===== src/rtl/core/ncdf_pkg.sv =====
// Shared constants and types for the near-circle duplicate filter.
`timescale 1ns / 1ps

package ncdf_pkg;

   localparam int MAX_KEPT     = 64;
   localparam int COORD_W      = 16;
   localparam int KEPT_INDEX_W = 7;
   localparam int COUNT_W      = $clog2(MAX_KEPT + 1);
   localparam int ADDR_W       = (MAX_KEPT > 1) ? $clog2(MAX_KEPT) : 1;

   typedef logic [COORD_W-1:0] coord_type;

   typedef struct packed {
      coord_type x;
      coord_type y;
      coord_type radius;
   } entry_type;

   localparam int ENTRY_W = $bits(entry_type);

endpackage


===== src/rtl/core/ncdf_if.sv =====
// Request and response channel interfaces for the near-circle duplicate filter.
`timescale 1ns / 1ps

interface ncdf_req_if;
   logic                valid;
   logic                ready;
   ncdf_pkg::coord_type center_x;
   ncdf_pkg::coord_type center_y;
   ncdf_pkg::coord_type radius;
   logic                starts_list;

   modport source (output valid, center_x, center_y, radius, starts_list, input ready);
   modport sink   (input valid, center_x, center_y, radius, starts_list, output ready);
endinterface

interface ncdf_rsp_if;
   logic                                valid;
   logic                                ready;
   logic                                kept;
   logic [ncdf_pkg::KEPT_INDEX_W-1:0]   kept_index;
   logic                                table_full;

   modport source (output valid, kept, kept_index, table_full, input ready);
   modport sink   (input valid, kept, kept_index, table_full, output ready);
endinterface


===== src/rtl/core/ncdf_ram.sv =====
// Generic single-port-write, single-port-read RAM with registered read data.
`timescale 1ns / 1ps

module ncdf_ram #(
   parameter int WIDTH = 8,
   parameter int DEPTH = 16
) (
   input  logic                                         clock,
   input  logic                                         wr_en,
   input  logic [((DEPTH > 1) ? $clog2(DEPTH) : 1)-1:0] wr_addr,
   input  logic [WIDTH-1:0]                             wr_data,
   input  logic                                         rd_en,
   input  logic [((DEPTH > 1) ? $clog2(DEPTH) : 1)-1:0] rd_addr,
   output logic [WIDTH-1:0]                             rd_data
);

   logic [WIDTH-1:0] mem_ff [DEPTH];
   logic [WIDTH-1:0] rd_data_ff;

   always_ff @(posedge clock) begin
      if (wr_en) begin
         mem_ff[wr_addr] <= wr_data;
      end
      if (rd_en) begin
         rd_data_ff <= mem_ff[rd_addr];
      end
   end

   assign rd_data = rd_data_ff;

endmodule


===== src/rtl/core/ncdf_cmp.sv =====
// Shared proximity compare unit: tests one candidate against one stored circle.
`timescale 1ns / 1ps

module ncdf_cmp (
   input  ncdf_pkg::entry_type cand,
   input  ncdf_pkg::entry_type entry,
   output logic                hit
);

   ncdf_pkg::coord_type diff_x;
   ncdf_pkg::coord_type diff_y;

   always_comb begin
      diff_x = (cand.x >= entry.x) ? (cand.x - entry.x) : (entry.x - cand.x);
      diff_y = (cand.y >= entry.y) ? (cand.y - entry.y) : (entry.y - cand.y);
      // Strict test, so an entry of zero radius never matches.
      hit    = (diff_x < entry.radius) && (diff_y < entry.radius);
   end

endmodule


===== src/rtl/core/near_circle_duplicate_filter.sv =====
// A request is accepted only in idle; the scan then compares it with each stored circle of
// the current list (at most 64), and a result is offered in the respond state until taken.
// The scan reads one stored entry per cycle into the shared compare unit; a new circle is
// accepted only after the response has been taken and the block has returned to idle.
// A match ends the scan early. Reset empties the table and returns to idle; the table
// RAM itself is not cleared, only entries below the count are ever read.
`timescale 1ns / 1ps

module near_circle_duplicate_filter (
   input  logic       clock,
   input  logic       reset,
   ncdf_req_if.sink   req_port,
   ncdf_rsp_if.source rsp_port
);

   typedef enum logic [2:0] {
      ST_IDLE = 3'b001,
      ST_SCAN = 3'b010,
      ST_RESP = 3'b100
   } state_type;

   state_type                      state_ff, state_in;
   logic [ncdf_pkg::COUNT_W-1:0]   count_ff, count_in;
   logic [ncdf_pkg::COUNT_W-1:0]   issue_ff, issue_in;
   logic                           pend_ff, pend_in;
   ncdf_pkg::entry_type            cand_ff, cand_in;
   logic                           kept_ff, kept_in;
   logic                           full_ff, full_in;

   logic                           rd_en;
   logic                           wr_en;
   ncdf_pkg::entry_type            rd_entry;
   logic                           hit;

   ncdf_ram #(
      .WIDTH (ncdf_pkg::ENTRY_W),
      .DEPTH (ncdf_pkg::MAX_KEPT)
   ) u_table (
      .clock   (clock),
      .wr_en   (wr_en),
      .wr_addr (count_ff[ncdf_pkg::ADDR_W-1:0]),
      .wr_data (cand_ff),
      .rd_en   (rd_en),
      .rd_addr (issue_ff[ncdf_pkg::ADDR_W-1:0]),
      .rd_data (rd_entry)
   );

   ncdf_cmp u_cmp (
      .cand  (cand_ff),
      .entry (rd_entry),
      .hit   (hit)
   );

   // A read is issued every scan cycle until all stored entries have been requested;
   // pend_ff marks that the RAM output holds an entry to be compared this cycle.
   assign rd_en = (state_ff == ST_SCAN) && (issue_ff != count_ff);

   always_comb begin
      state_in = state_ff;
      count_in = count_ff;
      issue_in = issue_ff;
      pend_in  = pend_ff;
      cand_in  = cand_ff;
      kept_in  = kept_ff;
      full_in  = full_ff;
      wr_en    = 1'b0;

      unique case (state_ff)
         ST_IDLE: begin
            pend_in = 1'b0;
            if (req_port.valid) begin
               cand_in.x      = req_port.center_x;
               cand_in.y      = req_port.center_y;
               cand_in.radius = req_port.radius;
               if (req_port.starts_list) begin
                  count_in = '0;
               end
               issue_in = '0;
               state_in = ST_SCAN;
            end
         end
         ST_SCAN: begin
            pend_in = rd_en;
            if (rd_en) begin
               issue_in = issue_ff + ncdf_pkg::COUNT_W'(1);
            end
            if (pend_ff && hit) begin
               kept_in  = 1'b0;
               full_in  = 1'b0;
               state_in = ST_RESP;
            end else if (!rd_en && !pend_ff) begin
               kept_in = 1'b1;
               if (count_ff == ncdf_pkg::COUNT_W'(ncdf_pkg::MAX_KEPT)) begin
                  full_in = 1'b1;
               end else begin
                  full_in  = 1'b0;
                  wr_en    = 1'b1;
                  count_in = count_ff + ncdf_pkg::COUNT_W'(1);
               end
               state_in = ST_RESP;
            end
         end
         ST_RESP: begin
            pend_in = 1'b0;
            if (rsp_port.ready) begin
               state_in = ST_IDLE;
            end
         end
         default: begin
            state_in = ST_IDLE;
            pend_in  = 1'b0;
         end
      endcase
   end

   always_ff @(posedge clock) begin
      if (reset) begin
         state_ff <= ST_IDLE;
         count_ff <= '0;
         pend_ff  <= 1'b0;
      end else begin
         state_ff <= state_in;
         count_ff <= count_in;
         pend_ff  <= pend_in;
      end
   end

   always_ff @(posedge clock) begin
      issue_ff <= issue_in;
      cand_ff  <= cand_in;
      kept_ff  <= kept_in;
      full_ff  <= full_in;
   end

   assign req_port.ready      = (state_ff == ST_IDLE);
   assign rsp_port.valid      = (state_ff == ST_RESP);
   assign rsp_port.kept       = kept_ff;
   assign rsp_port.kept_index = ncdf_pkg::KEPT_INDEX_W'(count_ff);
   assign rsp_port.table_full = full_ff;

endmodule

===== src/flat_wrapper.sv =====
// flat-port wrapper written by rule: the top's interface ports become plain ports
module near_circle_duplicate_filter_flat 
  (clock, reset, req_port_valid, req_port_center_x, req_port_center_y, req_port_radius, req_port_starts_list, req_port_ready, rsp_port_valid, rsp_port_kept, rsp_port_kept_index, rsp_port_table_full, rsp_port_ready);
  ncdf_req_if req_port_i ();
  ncdf_rsp_if rsp_port_i ();
  input  logic clock;
  input  logic reset;
  input wire logic [$bits(req_port_i.valid)-1:0] req_port_valid;
  input wire logic [$bits(req_port_i.center_x)-1:0] req_port_center_x;
  input wire logic [$bits(req_port_i.center_y)-1:0] req_port_center_y;
  input wire logic [$bits(req_port_i.radius)-1:0] req_port_radius;
  input wire logic [$bits(req_port_i.starts_list)-1:0] req_port_starts_list;
  output wire logic [$bits(req_port_i.ready)-1:0] req_port_ready;
  output wire logic [$bits(rsp_port_i.valid)-1:0] rsp_port_valid;
  output wire logic [$bits(rsp_port_i.kept)-1:0] rsp_port_kept;
  output wire logic [$bits(rsp_port_i.kept_index)-1:0] rsp_port_kept_index;
  output wire logic [$bits(rsp_port_i.table_full)-1:0] rsp_port_table_full;
  input wire logic [$bits(rsp_port_i.ready)-1:0] rsp_port_ready;
  assign req_port_i.valid = req_port_valid;
  assign req_port_i.center_x = req_port_center_x;
  assign req_port_i.center_y = req_port_center_y;
  assign req_port_i.radius = req_port_radius;
  assign req_port_i.starts_list = req_port_starts_list;
  assign req_port_ready = req_port_i.ready;
  assign rsp_port_valid = rsp_port_i.valid;
  assign rsp_port_kept = rsp_port_i.kept;
  assign rsp_port_kept_index = rsp_port_i.kept_index;
  assign rsp_port_table_full = rsp_port_i.table_full;
  assign rsp_port_i.ready = rsp_port_ready;
  near_circle_duplicate_filter u_core (.clock(clock), .reset(reset), .req_port(req_port_i), .rsp_port(rsp_port_i));
endmodule

===== config.mk =====
export PLATFORM = sky130hd
export DESIGN_NAME = near_circle_duplicate_filter_flat
export DESIGN_NICKNAME = d
export VERILOG_FILES = /design/src/rtl/core/ncdf_pkg.sv /design/src/rtl/core/ncdf_if.sv /design/src/rtl/core/ncdf_ram.sv /design/src/rtl/core/ncdf_cmp.sv /design/src/rtl/core/near_circle_duplicate_filter.sv /design/src/flat_wrapper.sv
export SDC_FILE = /design/constraint.sdc
export NUM_CORES = 2
export LEC_CHECK = 0
export ABC_CLOCK_PERIOD_IN_PS = 10600
export BUFFER_PORTS_ARGS = -buffer_cell sky130_fd_sc_hd__buf_2
export CAP_MARGIN = 20
export CORE_MARGIN = 5
export CORE_UTILIZATION = 50
export CTS_CLUSTER_DIAMETER = 30
export DETAILED_ROUTE_END_ITERATION = 6
export PLACE_DENSITY = 0.65
export SYNTH_ARGS = -nofsm -noshare
export SYNTH_HDL_FRONTEND = slang
export SYNTH_SLANG_ARGS = --single-unit
export TNS_END_PERCENT = 20

===== constraint.sdc =====
create_clock -name clock -period 10.6 [get_ports clock]
set_input_delay 2.12 -clock clock [delete_from_list [all_inputs] [get_ports clock]]
set_output_delay 2.12 -clock clock [all_outputs]
set_load 0.1 [all_outputs]

==> flow_summary.ini <==
[routing]
ant_nets = 0
postRouteWirelength_mm = 336
vias = 60000
firstDrtPassIters = 6
vias_per_cell = 6.37
drt_iter0_markers = 8613
wl_per_cell_um = 35.7
drc = 0

[timing]
grt_setup_unrepaired = no
period_needed_ns = 5.69
skew_ns = 0.0589
worst_pin_slew_ns = 1.15
finalHoldViolations = 0
tns_ns = 0
setup_viol = 0
post-route-period-util_pct = 53.7
maxSlewViolCount = 0
max_freq_mhz = 176
max_slew_margin_pct = 23.5

[clocking]
cts_tree = done
cts_resized = 0
cts_buffers = 553
htreeDepth = 6
clock_sinks = 3188
clock-root-buffer = clkbuf_16
max-clock-path-buffers = 4
post_cts.repair.setup_buffers = 0
clk_latency_ns = 0.96
clkTransAtPathRegs_ns = 0.05
postCtsHoldBufs = 0

[final_layout]
final_common_cell = edfxtp_1
fin_util_pct = 60.0
final_cells = 9422
finalNetCount = 5836
seqCellArea_mm2 = 0.0956
mostFrequentLayoutCells = edfxtp_1, mux4_2, clkbuf_16, buf_4, ha_1
fillerInstances = 16700
multi_input_area_mm2 = 0.0273
drive_above_1_share_pct = 35.7
area_delta_synth_final_pct = 19.2

[logic_synthesis]
synth-seq-cells = 3188
yosys_warnings = 0
async_reset_ff_share_pct = 0
synth_cell_types = 59
synth_edf_count = 3177
synth_cells = 5131
synthFlopType = edfxtp_1
synthTopCellsByArea = edfxtp_1, mux4_2, ha_1
yosys.area.top_type = edfxtp_1
avgSynthCellArea_um2 = 24.1
synth_area_mm2 = 0.124
synth_fp_nets = 5283
synth_top_area_share_pct = 77.0
seq_area_frac_synth_pct = 77.2

[power]
total_leakage_power_nw = 47.2
vdd_drop_max_v = 0.000214
powerDensity_mw_per_mm2 = 223

[grt]
busiest_layer = met2
use_met3_pct = 5.81
grt_use_total_pct = 26.1
grt_pass1_wl_mm = 468
antenna_found_initial = 11
grt_pass1_vias = 60500
grt.overflow.total = 0
met1_usage_pct = 36.1
grt_max_degree = 148
use_met2_pct = 41.6

[floorplan]
io_pins = 64
die_h_um = 508
start_util_pct = 50.3
rows = 182
coreArea_mm2 = 0.246
die_w_um = 508
die_area_mm2 = 0.258

[run]
maxCapViolCount = 0

[worst_setup_path]
crit_chain = buf_4 > inv_1 > ha_1 > inv_1 > fa_1 > nand3_1 > a21o_1 > a211oi_1 > o31a_1 > nor2_1 > a31oi_1 > xor2_1 > ha_1 > a21o_1 > a21o_1 > a21oi_1 > a2bb2oi_1 > o311a_1 > and2_1 > o21a_1
crit_path_max_fanout = 66
cpMostUsedCell = a21o_1
cp_data_arrival_time_ns = 6.34
required_ns = 11.25
start_kind = flip-flop
path_class = reg -> reg
end_kind = flip-flop
cpPeakStageDelay_ns = 0.81
critPathSlowestCell = o31a_1

[run_status]
outcome = finished, final reports clean

[min_path]
min_path_type = reg -> reg

[placement]
io_buffers = 63
dp_cells = 8441
place.gp.congestion = 0.851
dpl.hpwl_mm = 171
==> worst paths after layout <==
check,to,cells after the start,from,slack [ns]
max,u_core.rsp_port.kept,20,u_core.cand_ff[16],4.91
min,u_core.u_table.mem_ff[20][10],0,u_core.cand_ff[10],0.56
max reg2reg,u_core.rsp_port.kept,20,u_core.cand_ff[16],4.91
min reg2reg,u_core.u_table.mem_ff[20][10],0,u_core.cand_ff[10],0.56
==> through the flow <==
stage | area (µm²) | hold slack, ns | power, mW | setup slack (ns)
5_1_grt | 148000 | 0.558 | 33.8 | 4.52
3_5_place_dp | 129000 | 0.540 | 15.8 | 4.99
3_3_place_gp | 129000 | 0.497 | 15.8 | 4.95
4_1_cts | 148000 | 0.546 | 33.1 | 4.96
2_1_floorplan | 124000 | 0.606 | 15.3 | 5.62
6_report | 148000 | 0.556 | 32.9 | 4.91
==> Yosys cell counts (12+ instances only) <==
cell and instances:
edfxtp_1 3177, nor2_1 114, mux2i_1 18, buf_2 61
mux4_2 1008, nand4_1 14, inv_1 93, nand2b_1 12
nand3_1 19, a21o_1 28, ha_1 95, o21ai_0 38
xor2_1 22, buf_1 37, xnor2_1 22, a21oi_1 55
nand2_1 39, clkbuf_1 153
==> registers in the layout, summed over array words and instances, names as in the netlist <==
name,cells
u_core.rsp_port.kept,1
u_core.issue_ff,7
u_core.u_table.mem_ff,3072
u_core.pend_ff,1
u_core.rsp_port.table_full,1
u_core.state_ff,3
u_core.cand_ff,48
u_core.u_table.rd_data,48
u_core.rsp_port.kept_index,7
==> final cells by class <==
type                            count  area share [%]
Clock inverter                    349            2.62
Inverter                           93           0.238
Sequential cell                  3188            64.8
Timing Repair Buffer              260            1.30
Multi-Input combinational cell   1588            18.5
Antenna cell                        3         0.00509
Clock buffer                      629            9.76
Tap cell                         3312            2.81
==> layer usage <==
layer  vias to the layer above  wire (µm)
met5                         -         31
met4                         4      12000
met3                       693      32500
met2                      3609     164000
met1                     32300     128000
li1                      23400          -
==> worst max-delay path: cells and delay by family (launching register included) <==
| kind | cells | cell delay [ns] |
|---|---|---|
| flip-flops | 1 | 0.31 |
| adder cells (fa/ha/maj) | 3 | 0.72 |
| AND/OR/NAND/NOR | 3 | 0.49 |
| XOR/XNOR | 1 | 0.29 |
| AO/OA/AOI/OAI | 10 | 2.90 |
| buffers and inverters | 3 | 0.64 |
==> power by group <==
part / internal [mW] / switching (mW)
clock network: 11.3 / 6.03
registers: 14.0 / 0.0162
logic: 0.690 / 0.874
==> logic make-up after synthesis <==
kind of cell	Yosys count	share of synthesized area [%]
flip-flops	3188	77.2
multiplexers	1029	18.5
buffers and inverters	355	1.17
adder cells (fa/ha/maj)	99	1.02
AND/OR/NAND/NOR	233	0.866
XOR/XNOR	44	0.311
AO/OA/AOI/OAI	183	0.939
Note: power is estimated with default switching activity, not from simulation.
